## config.mk

```make
export PLATFORM = sky130hd
export DESIGN_NAME = class_file_stream_parser
export DESIGN_NICKNAME = d
export VERILOG_FILES = /design/src/design/cfsp_pkg.sv /design/src/design/class_file_stream_parser.sv /design/src/design/cfsp_input_stage.sv /design/src/design/cfsp_walker.sv /design/src/design/cfsp_output_stage.sv
export VERILOG_INCLUDE_DIRS = /design/src /design/src/design
export SDC_FILE = /design/constraint.sdc
export NUM_CORES = 1
export LEC_CHECK = 0
export ABC_CLOCK_PERIOD_IN_PS = 5800
export BUFFER_PORTS_ARGS = -buffer_cell sky130_fd_sc_hd__buf_2
export CORE_ASPECT_RATIO = 0.75
export CORE_MARGIN = 5
export CORE_UTILIZATION = 50
export DETAILED_ROUTE_END_ITERATION = 7
export PLACE_DENSITY = 0.76
export SYNTH_ARGS = -nofsm -noshare
export SYNTH_HDL_FRONTEND = slang
export SYNTH_SLANG_ARGS = --single-unit
```

## constraint.sdc

```tcl
create_clock -name i_clk -period 5.8 [get_ports i_clk]
set_clock_uncertainty 0.1 [all_clocks]
set_input_delay 0 -clock i_clk [delete_from_list [all_inputs] [get_ports i_clk]]
set_output_delay 0 -clock i_clk [all_outputs]
set_load 0.1 [all_outputs]
```

## src/design/class_file_stream_parser_defines.svh

```systemverilog
// ----------------------------------------------------------------------------
// class_file_stream_parser_defines
// assertion macros used by the class file stream parser walker module
// ----------------------------------------------------------------------------
`ifndef CLASS_FILE_STREAM_PARSER_DEFINES_SVH
`define CLASS_FILE_STREAM_PARSER_DEFINES_SVH

// same-cycle implication
`define CFSP_ASSERT_NOW(label, clk, rst_n, ante, cons) \
    label: assert property (@(posedge clk) disable iff (!rst_n) (ante) |-> (cons)) \
        else $error("cfsp assertion failed");

// next-cycle implication
`define CFSP_ASSERT_NEXT(label, clk, rst_n, ante, cons) \
    label: assert property (@(posedge clk) disable iff (!rst_n) (ante) |=> (cons)) \
        else $error("cfsp assertion failed");

`endif

```

## src/design/cfsp_pkg.sv

```systemverilog
// ----------------------------------------------------------------------------
// cfsp_pkg
// types, phase codes, token kinds and field tables of the class file parser
// ----------------------------------------------------------------------------
package cfsp_pkg;

    localparam logic [4:0] PH_MAGIC   = 5'd0;
    localparam logic [4:0] PH_MINOR   = 5'd1;
    localparam logic [4:0] PH_MAJOR   = 5'd2;
    localparam logic [4:0] PH_CPCOUNT = 5'd3;
    localparam logic [4:0] PH_CPTAG   = 5'd4;
    localparam logic [4:0] PH_UTFLEN  = 5'd5;
    localparam logic [4:0] PH_CPDATA  = 5'd6;
    localparam logic [4:0] PH_ACCESS  = 5'd7;
    localparam logic [4:0] PH_THIS    = 5'd8;
    localparam logic [4:0] PH_SUPER   = 5'd9;
    localparam logic [4:0] PH_IFCOUNT = 5'd10;
    localparam logic [4:0] PH_IFENTRY = 5'd11;
    localparam logic [4:0] PH_FCOUNT  = 5'd12;
    localparam logic [4:0] PH_MACCESS = 5'd13;
    localparam logic [4:0] PH_MNAME   = 5'd14;
    localparam logic [4:0] PH_MDESC   = 5'd15;
    localparam logic [4:0] PH_MACOUNT = 5'd16;
    localparam logic [4:0] PH_ANAME   = 5'd17;
    localparam logic [4:0] PH_ALEN    = 5'd18;
    localparam logic [4:0] PH_ADATA   = 5'd19;
    localparam logic [4:0] PH_MCOUNT  = 5'd20;
    localparam logic [4:0] PH_CACOUNT = 5'd21;
    localparam logic [4:0] PH_DONE    = 5'd22;

    localparam logic [4:0] TK_NONE      = 5'd0;
    localparam logic [4:0] TK_MAGIC     = 5'd1;
    localparam logic [4:0] TK_MINOR     = 5'd2;
    localparam logic [4:0] TK_MAJOR     = 5'd3;
    localparam logic [4:0] TK_CPCOUNT   = 5'd4;
    localparam logic [4:0] TK_CPTAG     = 5'd5;
    localparam logic [4:0] TK_UTFLEN    = 5'd6;
    localparam logic [4:0] TK_CPBYTE    = 5'd7;
    localparam logic [4:0] TK_ACCESS    = 5'd8;
    localparam logic [4:0] TK_THIS      = 5'd9;
    localparam logic [4:0] TK_SUPER     = 5'd10;
    localparam logic [4:0] TK_IFCOUNT   = 5'd11;
    localparam logic [4:0] TK_IFENTRY   = 5'd12;
    localparam logic [4:0] TK_FCOUNT    = 5'd13;
    localparam logic [4:0] TK_MACCESS   = 5'd14;
    localparam logic [4:0] TK_MNAME     = 5'd15;
    localparam logic [4:0] TK_MDESC     = 5'd16;
    localparam logic [4:0] TK_ACOUNT    = 5'd17;
    localparam logic [4:0] TK_ANAME     = 5'd18;
    localparam logic [4:0] TK_ALEN      = 5'd19;
    localparam logic [4:0] TK_ABYTE     = 5'd20;
    localparam logic [4:0] TK_MCOUNT    = 5'd21;
    localparam logic [4:0] TK_DONE      = 5'd22;

    localparam logic [2:0] SEC_HEADER  = 3'd0;
    localparam logic [2:0] SEC_POOL    = 3'd1;
    localparam logic [2:0] SEC_FIELDS  = 3'd2;
    localparam logic [2:0] SEC_METHODS = 3'd3;
    localparam logic [2:0] SEC_CLASS   = 3'd4;

    localparam logic [1:0] ST_OK       = 2'd0;
    localparam logic [1:0] ST_BAD_TAG  = 2'd1;
    localparam logic [1:0] ST_TRUNC    = 2'd2;
    localparam logic [1:0] ST_TRAILING = 2'd3;

    localparam logic [7:0] TAG_UTF8 = 8'd1;

    typedef struct packed {
        logic [7:0] data_byte;
        logic       end_of_stream;
    } t_item;

    typedef struct packed {
        logic [4:0]  token_kind;
        logic [31:0] token_value;
        logic [2:0]  section;
        logic [15:0] item_index;
        logic [1:0]  status;
    } t_result;

    function automatic logic [2:0] phase_width(input logic [4:0] phase);
        logic [2:0] w;
        case (phase)
            PH_MAGIC, PH_ALEN:               w = 3'd4;
            PH_CPTAG, PH_CPDATA, PH_ADATA:   w = 3'd1;
            default:                         w = 3'd2;
        endcase
        if (phase == PH_DONE) begin
            w = 3'd1;
        end
        return w;
    endfunction

    // payload length of a pool tag, zero for unknown tags and for utf8
    function automatic logic [3:0] tag_length(input logic [7:0] tag);
        logic [3:0] len;
        case (tag)
            8'd3, 8'd4, 8'd9, 8'd10, 8'd11, 8'd12, 8'd18: len = 4'd4;
            8'd15:                                        len = 4'd3;
            8'd7, 8'd8, 8'd16:                            len = 4'd2;
            8'd5, 8'd6:                                   len = 4'd8;
            default:                                      len = 4'd0;
        endcase
        return len;
    endfunction

endpackage

```

## src/design/class_file_stream_parser.sv

```systemverilog
// a byte is walked from the input register and its token loaded into the output register
// one byte per cycle unless stalled; the single-pass walker updates all state per byte
// a byte that completes no field yields no output transaction unless it raises an error
// reset: synchronous active-low, clears phase, counters, accumulator and valids
// ----------------------------------------------------------------------------
// class_file_stream_parser
// streaming class file parser, emits one typed token per completed field
// ----------------------------------------------------------------------------
module class_file_stream_parser (
    input  logic        i_clk,
    input  logic        i_rst_n,
    input  logic        i_in_valid,
    output logic        o_in_stall,
    input  logic [7:0]  i_data_byte,
    input  logic        i_end_of_stream,
    output logic        o_out_valid,
    input  logic        i_out_stall,
    output logic [4:0]  o_token_kind,
    output logic [31:0] o_token_value,
    output logic [2:0]  o_section,
    output logic [15:0] o_item_index,
    output logic [1:0]  o_status
);
    import cfsp_pkg::*;

    t_item   item;
    logic    item_valid;
    logic    out_free;
    logic    proc;
    logic    res_valid;
    t_result res;
    t_result out_res;

    assign proc = item_valid && out_free;

    cfsp_input_stage u_input (
        .i_clk           (i_clk),
        .i_rst_n         (i_rst_n),
        .i_in_valid      (i_in_valid),
        .i_data_byte     (i_data_byte),
        .i_end_of_stream (i_end_of_stream),
        .o_in_stall      (o_in_stall),
        .i_take          (proc),
        .o_valid         (item_valid),
        .o_item          (item)
    );

    cfsp_walker u_walker (
        .i_clk       (i_clk),
        .i_rst_n     (i_rst_n),
        .i_proc      (proc),
        .i_item      (item),
        .o_res_valid (res_valid),
        .o_res       (res)
    );

    cfsp_output_stage u_output (
        .i_clk       (i_clk),
        .i_rst_n     (i_rst_n),
        .i_load      (proc && res_valid),
        .i_res       (res),
        .o_free      (out_free),
        .o_out_valid (o_out_valid),
        .i_out_stall (i_out_stall),
        .o_res       (out_res)
    );

    assign o_token_kind  = out_res.token_kind;
    assign o_token_value = out_res.token_value;
    assign o_section     = out_res.section;
    assign o_item_index  = out_res.item_index;
    assign o_status      = out_res.status;

endmodule

```

## src/design/cfsp_input_stage.sv

```systemverilog
// ----------------------------------------------------------------------------
// cfsp_input_stage
// input register of the byte stream, holds one transaction until walked
// ----------------------------------------------------------------------------
module cfsp_input_stage (
    input  logic           i_clk,
    input  logic           i_rst_n,
    input  logic           i_in_valid,
    input  logic [7:0]     i_data_byte,
    input  logic           i_end_of_stream,
    output logic           o_in_stall,
    input  logic           i_take,
    output logic           o_valid,
    output cfsp_pkg::t_item o_item
);
    import cfsp_pkg::*;

    logic  r_valid;
    t_item r_item;
    logic  load_en;

    assign load_en    = !r_valid || i_take;
    assign o_in_stall = !load_en;
    assign o_valid    = r_valid;
    assign o_item     = r_item;

    always_ff @(posedge i_clk) begin
        if (!i_rst_n) begin
            r_valid <= 1'b0;
        end else if (load_en) begin
            r_valid <= i_in_valid;
        end
    end

    always_ff @(posedge i_clk) begin
        if (load_en && i_in_valid) begin
            r_item.data_byte     <= i_data_byte;
            r_item.end_of_stream <= i_end_of_stream;
        end
    end

endmodule

```

## src/design/cfsp_walker.sv

```systemverilog
// ----------------------------------------------------------------------------
// cfsp_walker
// structure walker: phase, counters, field accumulator; a byte per i_proc cycle
// ----------------------------------------------------------------------------
`include "class_file_stream_parser_defines.svh"

module cfsp_walker (
    input  logic              i_clk,
    input  logic              i_rst_n,
    input  logic              i_proc,
    input  cfsp_pkg::t_item   i_item,
    output logic              o_res_valid,
    output cfsp_pkg::t_result o_res
);
    import cfsp_pkg::*;

    logic [4:0]  r_phase,        n_phase;
    logic [1:0]  r_bif,          n_bif;
    logic [31:0] r_acc,          n_acc;
    logic [15:0] r_pool_left,    n_pool_left;
    logic [15:0] r_entries_left, n_entries_left;
    logic [15:0] r_attr_left,    n_attr_left;
    logic [31:0] r_payload_left, n_payload_left;
    logic [15:0] r_entry_cnt,    n_entry_cnt;
    logic        r_stopped,      n_stopped;
    logic [2:0]  r_section,      n_section;
    logic        r_wide,         n_wide;

    logic [31:0] acc;
    logic [2:0]  cnt;
    logic [31:0] value;
    logic [4:0]  kind;
    logic [1:0]  status;
    logic        emit;
    logic [15:0] ent_dec;
    logic [15:0] attr_dec;
    logic [31:0] pay_dec;
    logic [7:0]  tag;
    logic [3:0]  tag_len;
    logic        do_pool_next;
    logic        do_member_next;
    logic        do_attr_next;

    assign acc      = {r_acc[23:0], i_item.data_byte};
    assign cnt      = {1'b0, r_bif} + 3'd1;
    assign ent_dec  = r_entries_left - 16'd1;
    assign attr_dec = r_attr_left - 16'd1;
    assign pay_dec  = r_payload_left - 32'd1;
    assign tag      = acc[7:0];
    assign tag_len  = tag_length(tag);

    always_comb begin
        n_phase        = r_phase;
        n_bif          = r_bif;
        n_acc          = r_acc;
        n_pool_left    = r_pool_left;
        n_entries_left = r_entries_left;
        n_attr_left    = r_attr_left;
        n_payload_left = r_payload_left;
        n_entry_cnt    = r_entry_cnt;
        n_stopped      = r_stopped;
        n_section      = r_section;
        n_wide         = r_wide;
        value          = 32'd0;
        kind           = TK_NONE;
        status         = ST_OK;
        emit           = 1'b0;
        do_pool_next   = 1'b0;
        do_member_next = 1'b0;
        do_attr_next   = 1'b0;

        if (!r_stopped) begin
            if (r_phase >= PH_DONE) begin
                status = ST_TRAILING;
            end else if (cnt < phase_width(r_phase)) begin
                n_bif = cnt[1:0];
                n_acc = acc;
            end else begin
                n_bif = 2'd0;
                n_acc = 32'd0;
                value = acc;
                emit  = 1'b1;
                case (r_phase)
                    PH_MAGIC: begin
                        kind    = TK_MAGIC;
                        n_phase = PH_MINOR;
                    end
                    PH_MINOR: begin
                        kind    = TK_MINOR;
                        n_phase = PH_MAJOR;
                    end
                    PH_MAJOR: begin
                        kind        = TK_MAJOR;
                        n_phase     = PH_CPCOUNT;
                        n_section   = SEC_POOL;
                        n_entry_cnt = 16'd0;
                    end
                    PH_CPCOUNT: begin
                        kind        = TK_CPCOUNT;
                        n_pool_left = (acc[15:0] != 16'd0) ? acc[15:0] - 16'd1 : 16'd0;
                        if (acc[15:0] <= 16'd1) begin
                            n_phase     = PH_ACCESS;
                            n_section   = SEC_HEADER;
                            n_entry_cnt = 16'd0;
                        end else begin
                            n_phase     = PH_CPTAG;
                            n_entry_cnt = 16'd1;
                        end
                    end
                    PH_CPTAG: begin
                        kind = TK_CPTAG;
                        if (tag != TAG_UTF8 && tag_len == 4'd0) begin
                            status = ST_BAD_TAG;
                        end else begin
                            n_wide = (tag_len == 4'd8);
                            if (tag_len == 4'd8 && r_pool_left >= 16'd2) begin
                                n_pool_left = r_pool_left - 16'd2;
                            end else if (r_pool_left != 16'd0) begin
                                n_pool_left = r_pool_left - 16'd1;
                            end
                            if (tag == TAG_UTF8) begin
                                n_phase = PH_UTFLEN;
                            end else begin
                                n_payload_left = {28'd0, tag_len};
                                n_phase        = PH_CPDATA;
                            end
                        end
                    end
                    PH_UTFLEN: begin
                        kind           = TK_UTFLEN;
                        n_payload_left = {16'd0, acc[15:0]};
                        if (acc[15:0] == 16'd0) begin
                            do_pool_next = 1'b1;
                        end else begin
                            n_phase = PH_CPDATA;
                        end
                    end
                    PH_CPDATA: begin
                        kind           = TK_CPBYTE;
                        n_payload_left = pay_dec;
                        do_pool_next   = (pay_dec == 32'd0);
                    end
                    PH_ACCESS: begin
                        kind    = TK_ACCESS;
                        n_phase = PH_THIS;
                    end
                    PH_THIS: begin
                        kind    = TK_THIS;
                        n_phase = PH_SUPER;
                    end
                    PH_SUPER: begin
                        kind    = TK_SUPER;
                        n_phase = PH_IFCOUNT;
                    end
                    PH_IFCOUNT: begin
                        kind           = TK_IFCOUNT;
                        n_entries_left = acc[15:0];
                        if (acc[15:0] == 16'd0) begin
                            n_phase     = PH_FCOUNT;
                            n_section   = SEC_FIELDS;
                            n_entry_cnt = 16'd0;
                        end else begin
                            n_phase = PH_IFENTRY;
                        end
                    end
                    PH_IFENTRY: begin
                        kind           = TK_IFENTRY;
                        n_entry_cnt    = r_entry_cnt + 16'd1;
                        n_entries_left = ent_dec;
                        if (ent_dec == 16'd0) begin
                            n_phase     = PH_FCOUNT;
                            n_section   = SEC_FIELDS;
                            n_entry_cnt = 16'd0;
                        end
                    end
                    PH_FCOUNT: begin
                        kind           = TK_FCOUNT;
                        n_entries_left = acc[15:0];
                        if (acc[15:0] == 16'd0) begin
                            n_phase     = PH_MCOUNT;
                            n_section   = SEC_METHODS;
                            n_entry_cnt = 16'd0;
                        end else begin
                            n_phase = PH_MACCESS;
                        end
                    end
                    PH_MACCESS: begin
                        kind    = TK_MACCESS;
                        n_phase = PH_MNAME;
                    end
                    PH_MNAME: begin
                        kind    = TK_MNAME;
                        n_phase = PH_MDESC;
                    end
                    PH_MDESC: begin
                        kind    = TK_MDESC;
                        n_phase = PH_MACOUNT;
                    end
                    PH_MACOUNT: begin
                        kind        = TK_ACOUNT;
                        n_attr_left = acc[15:0];
                        if (acc[15:0] == 16'd0) begin
                            do_member_next = 1'b1;
                        end else begin
                            n_phase = PH_ANAME;
                        end
                    end
                    PH_ANAME: begin
                        kind    = TK_ANAME;
                        n_phase = PH_ALEN;
                    end
                    PH_ALEN: begin
                        kind           = TK_ALEN;
                        n_payload_left = acc;
                        if (acc == 32'd0) begin
                            do_attr_next = 1'b1;
                        end else begin
                            n_phase = PH_ADATA;
                        end
                    end
                    PH_ADATA: begin
                        kind           = TK_ABYTE;
                        n_payload_left = pay_dec;
                        do_attr_next   = (pay_dec == 32'd0);
                    end
                    PH_MCOUNT: begin
                        kind           = TK_MCOUNT;
                        n_entries_left = acc[15:0];
                        if (acc[15:0] == 16'd0) begin
                            n_phase     = PH_CACOUNT;
                            n_section   = SEC_CLASS;
                            n_entry_cnt = 16'd0;
                        end else begin
                            n_phase = PH_MACCESS;
                        end
                    end
                    PH_CACOUNT: begin
                        kind        = TK_ACOUNT;
                        n_attr_left = acc[15:0];
                        n_phase     = (acc[15:0] == 16'd0) ? PH_DONE : PH_ANAME;
                    end
                    default: begin
                        kind = TK_NONE;
                    end
                endcase

                if (do_attr_next) begin
                    n_attr_left = attr_dec;
                    if (r_section == SEC_CLASS) begin
                        n_entry_cnt = r_entry_cnt + 16'd1;
                    end
                    if (attr_dec != 16'd0) begin
                        n_phase = PH_ANAME;
                    end else if (r_section == SEC_CLASS) begin
                        n_phase = PH_DONE;
                    end else begin
                        do_member_next = 1'b1;
                    end
                end

                if (do_member_next) begin
                    n_entry_cnt    = r_entry_cnt + 16'd1;
                    n_entries_left = ent_dec;
                    if (ent_dec != 16'd0) begin
                        n_phase = PH_MACCESS;
                    end else if (r_section == SEC_FIELDS) begin
                        n_phase     = PH_MCOUNT;
                        n_section   = SEC_METHODS;
                        n_entry_cnt = 16'd0;
                    end else begin
                        n_phase     = PH_CACOUNT;
                        n_section   = SEC_CLASS;
                        n_entry_cnt = 16'd0;
                    end
                end

                if (do_pool_next) begin
                    n_entry_cnt = r_entry_cnt + (r_wide ? 16'd2 : 16'd1);
                    n_wide      = 1'b0;
                    if (r_pool_left == 16'd0) begin
                        n_phase     = PH_ACCESS;
                        n_section   = SEC_HEADER;
                        n_entry_cnt = 16'd0;
                    end else begin
                        n_phase = PH_CPTAG;
                    end
                end

                if (status == ST_OK && n_phase == PH_DONE) begin
                    kind = TK_DONE;
                end
            end

            if (r_phase < PH_DONE && status == ST_OK && i_item.end_of_stream
                && n_phase != PH_DONE) begin
                status = ST_TRUNC;
            end
        end

        if (status != ST_OK) begin
            n_stopped = 1'b1;
        end
    end

    assign o_res_valid       = emit || (status != ST_OK);
    assign o_res.token_kind  = kind;
    assign o_res.token_value = value;
    assign o_res.section     = r_section;
    assign o_res.item_index  = r_entry_cnt;
    assign o_res.status      = status;

    always_ff @(posedge i_clk) begin
        if (!i_rst_n) begin
            r_phase        <= PH_MAGIC;
            r_bif          <= 2'd0;
            r_acc          <= 32'd0;
            r_pool_left    <= 16'd0;
            r_entries_left <= 16'd0;
            r_attr_left    <= 16'd0;
            r_payload_left <= 32'd0;
            r_entry_cnt    <= 16'd0;
            r_stopped      <= 1'b0;
            r_section      <= SEC_HEADER;
            r_wide         <= 1'b0;
        end else if (i_proc) begin
            r_phase        <= n_phase;
            r_bif          <= n_bif;
            r_acc          <= n_acc;
            r_pool_left    <= n_pool_left;
            r_entries_left <= n_entries_left;
            r_attr_left    <= n_attr_left;
            r_payload_left <= n_payload_left;
            r_entry_cnt    <= n_entry_cnt;
            r_stopped      <= n_stopped;
            r_section      <= n_section;
            r_wide         <= n_wide;
        end
    end

    `CFSP_ASSERT_NEXT(a_stop_sticky, i_clk, i_rst_n, r_stopped, r_stopped)
    `CFSP_ASSERT_NOW(a_stop_silent, i_clk, i_rst_n, r_stopped, !o_res_valid)
    `CFSP_ASSERT_NEXT(a_error_stops, i_clk, i_rst_n, i_proc && o_res.status != ST_OK, r_stopped)
    `CFSP_ASSERT_NOW(a_done_in_class, i_clk, i_rst_n,
        o_res_valid && o_res.token_kind == TK_DONE, r_section == SEC_CLASS)

endmodule

```

## src/design/cfsp_output_stage.sv

```systemverilog
// ----------------------------------------------------------------------------
// cfsp_output_stage
// result register of the token stream, frees when the transaction is taken
// ----------------------------------------------------------------------------
module cfsp_output_stage (
    input  logic              i_clk,
    input  logic              i_rst_n,
    input  logic              i_load,
    input  cfsp_pkg::t_result i_res,
    output logic              o_free,
    output logic              o_out_valid,
    input  logic              i_out_stall,
    output cfsp_pkg::t_result o_res
);
    import cfsp_pkg::*;

    logic    r_valid;
    t_result r_res;

    assign o_free      = !r_valid || !i_out_stall;
    assign o_out_valid = r_valid;
    assign o_res       = r_res;

    always_ff @(posedge i_clk) begin
        if (!i_rst_n) begin
            r_valid <= 1'b0;
        end else if (o_free) begin
            r_valid <= i_load;
        end
    end

    always_ff @(posedge i_clk) begin
        if (o_free && i_load) begin
            r_res <= i_res;
        end
    end

endmodule
```

==> results.json <==
{
  "seq_area_frac_synth": 0.3745,
  "hold_depth": 2,
  "core_um2": 25020,
  "finalCriticalPeriod_ns": 5.374,
  "slew_viol_final": 0,
  "r2r_cells": 13,
  "grt_pass1_wl_mm": 65.03,
  "drt_iter0_markers": 1444,
  "clock_path_buffers": 3,
  "relSlewSlack": 0.2219,
  "cap_violations": 0,
  "cts_tree": "yes",
  "post_drt_via_cell_ratio": 6.424,
  "die_w_um": 194.4,
  "cellPowerDensity_nw_per_um2": 252.4,
  "worst_pin_slew_ns": 1.163,
  "rsz0062_at_grt": "no",
  "antenna_found_initial": 0,
  "io_buffers": 72,
  "wire_per_inst_um": 19.96,
  "criticalPathCategory": "reg -> reg",
  "drive_gt1_frac": 0.1052,
  "die_h_um": 148.3,
  "rows": 50,
  "die-area_um2": 28820,
  "yosysWarnings": 0,
  "gp_congestion": 0.9992,
  "vias": 13160,
  "syn-cell-area_um2": 12750,
  "leakagePower_nw": 5.085,
  "place.detailed.hpwl_mm": 27.69,
  "status": "completed",
  "synthToLayoutAreaGrowth_pct": 12.55,
  "drt_first_pass_iters": 8,
  "synthDistinctLibCells": 82,
  "cts_root_buf": "clkbuf_16",
  "worstPathRequired_ns": 5.97,
  "whs_ns": 0.1065,
  "vdd_drop_max_mv": 0.2025,
  "grt_overflow": 0,
  "cp-end-kind": "flop",
  "critPathLaunchType": "flop",
  "hold_class": "in -> reg",
  "fmax_mhz": 186.1,
  "synth-edff-count": 67,
  "yosys_most_used_dff": "dfxtp_1",
  "synthArstFlopShare": 0,
  "ys_ff_latch": 205,
  "hold_violations": 0,
  "synth_cells": 1655,
  "insertion_delay_ns": 0.52,
  "initial_core_util": 0.5095,
  "cts_max_level": 1,
  "post-route-drc-count": 0,
  "diodes": 0,
  "crit_arrival_ns": 5.55,
  "min_period_over_period": 0.9265,
  "final_antenna_net_count": 0,
  "path_clk_slew_ns": 0.07,
  "synth_fp_nets": 1691,
  "numCtsBuffers": 22,
  "grt_pass1_vias": 11810,
  "io-pin-count": 73,
  "grt_max_degree": 91,
  "fin_tns_setup_ns": 0,
  "avgSynthCellArea_um2": 7.703,
  "gr-usage-all-layers": 0.2719,
  "nets": 1731,
  "routed_wl_mm": 40.89,
  "cts.sinks": 205,
  "setup_viol": 0,
  "worst-path-max-fanout": 12
}
-- stage by stage --
stage | power, mW | util | instance area, um2 | setup slack (ns) | std cells
2_1_floorplan | 2.017 | - | 12750 | 0.4391 | 1655
3_3_place_gp | 2.156 | 0.5380 | 13460 | 0.4518 | 1994
3_5_place_dp | 2.159 | 0.5380 | 13460 | 0.3183 | 1994
4_1_cts | 3.625 | 0.5731 | 14340 | 0.2202 | 2048
5_1_grt | 3.736 | 0.5734 | 14350 | 0.1285 | 2049
6_report | 3.622 | 0.5734 | 14350 | 0.4264 | 2049
-- worst max-delay path, cell delays in order (launching register included) --
cell and delay, ns:
dfxtp_1 0.37, inv_1 0.10, ha_1 0.40, or4b_1 0.57, nor4_1 0.44, xor2_1 0.17
a2111oi_1 0.48, nand3_1 0.26, o41ai_1 0.66, nand2_1 0.30, nor2_1 0.34, a31oi_1 0.13
or4_4 0.59, and4_1 0.21
-- area by class of cell --
cell class	instances	area [um2]
clock inverters	11	140.1
well taps	338	422.9
multi-input cells	1297	7436
fillers	2339	10680
inverters	39	146.4
repair buffers	130	830.8
flip-flops and latches	205	4775
clock buffers	29	598.1
-- synthesized netlist by cell type (11+ instances only) --
| cell type | count | area, um2 |
|---|---|---|
| dfxtp_1 | 138 | 2763 |
| o21ai_0 | 134 | 670.6 |
| clkbuf_1 | 106 | 397.9 |
| or4_1 | 18 | 135.1 |
| xnor2_1 | 23 | 201.4 |
| a31oi_1 | 12 | 75.07 |
| and3_1 | 16 | 100.1 |
| ha_1 | 22 | 275.3 |
| nand4_1 | 14 | 87.58 |
| a21oi_1 | 145 | 725.7 |
| or2_2 | 11 | 68.82 |
| nor4_1 | 32 | 200.2 |
| edfxtp_1 | 67 | 2012 |
| nor2_1 | 201 | 754.5 |
| and2_1 | 41 | 256.5 |
| xor2_1 | 14 | 122.6 |
| nand2b_1 | 21 | 131.4 |
| or3_1 | 11 | 68.82 |
| nor3_1 | 75 | 375.4 |
| o22ai_1 | 12 | 75.07 |
| a22oi_1 | 28 | 210.2 |
| nand3_1 | 49 | 245.2 |
| a211oi_1 | 27 | 202.7 |
| nand2_1 | 205 | 769.5 |
| inv_1 | 37 | 138.9 |
| a221oi_1 | 11 | 96.34 |
-- logic make-up (layout without fill, tap and decap cells) --
| logic type | after synthesis | in the layout | synth area share |
|---|---|---|---|
| AOI/OAI and AO/OA | 489 | 489 | 0.2450 |
| and+or+nand+nor | 738 | 738 | 0.2787 |
| xor gates and xnor gates | 37 | 37 | 0.02542 |
| DFF | 205 | 205 | 0.3745 |
| adders and majority gates | 23 | 23 | 0.02316 |
| buffers and inverters | 153 | 209 | 0.04524 |
| muxes | 10 | 10 | 0.007950 |
-- repair_timing --
item                       in CTS  in global routing
hold buffers                   14                  0
setup endpoints to repair       0                 49
hold endpoints to repair       31                  0
setup buffers                   0                  1
gates resized for setup         0                  1
-- path summary, 6_finish.rpt --
check                                                             start                               end  slack [ns]
worst max-delay path            u_walker.r_payload_left[0]$_SDFFE_PN0P_  u_output.o_res[56]$_SDFFCE_PP0P_        0.43
worst min register to register           u_walker.r_bif[1]$_SDFFE_PN0P_    u_walker.r_bif[1]$_SDFFE_PN0P_        0.36
worst min-delay path                                     i_data_byte[5]       u_input.o_item[6]$_DFFE_PP_        0.11
worst max register to register  u_walker.r_payload_left[0]$_SDFFE_PN0P_  u_output.o_res[56]$_SDFFCE_PP0P_        0.43
-- state kept, by name, indices dropped and copies added (netlist names), named ones only --
| name | cells |
|---|---|
| u_walker.r_entries_left | 16 |
| u_walker.r_stopped | 1 |
| u_walker.r_phase | 5 |
| u_walker.r_wide | 1 |
| u_walker.r_pool_left | 16 |
| u_input.o_item | 9 |
| u_output.o_out_valid | 1 |
| u_walker.r_entry_cnt | 16 |
| u_walker.r_payload_left | 32 |
| u_walker.r_attr_left | 16 |
| u_walker.r_acc | 24 |
| u_walker.r_section | 3 |
| u_input.o_valid | 1 |
| u_output.o_res | 58 |
| u_walker.r_bif | 2 |
-- metal layers --
| layer | track usage | wire (um) |
|---|---|---|
| met5 | 0 | 0 |
| met1 | 0.4054 | 18430 |
| met2 | 0.4001 | 16880 |
| met4 | 0.05306 | 962 |
| met3 | 0.07088 | 4621 |
-- cell usage in the layout, fill, tap and decap left out, types with 8 or more instances in the layout --
cell type      instances
a221oi_1              11
a22oi_1               28
edfxtp_1              67
inv_1                 37
nor4_1                32
nor4b_1                8
xor2_1                14
o22ai_1               12
xnor2_1               23
dfxtp_1              138
a21oi_1              144
and3_1                16
buf_4                 44
nand2_1              205
nand4_1               14
o21ai_0              133
dlygate4sd3_1         14
or2_2                 11
o31ai_1                9
nor2b_1                9
nand3_1               49
o21a_1                 8
a31oi_1               11
a211oi_1              27
or4_1                 18
mux2i_1                9
ha_1                  22
nor2_1               197
or3_1                 11
and2_1                41
nand2b_1              21
clkbuf_16             23
buf_2                 72
nor3_1                74
-- where the power goes --
part | leakage (nW) | switching (mW) | internal (mW)
Combinational | 2.98 | 0.453 | 0.124
Clock | 0.353 | 0.609 | 0.864
Sequential | 1.75 | 0.0402 | 1.53
Total | 5.09 | 1.10 | 2.52
No activity file was read; power rests on OpenSTA's default activity.
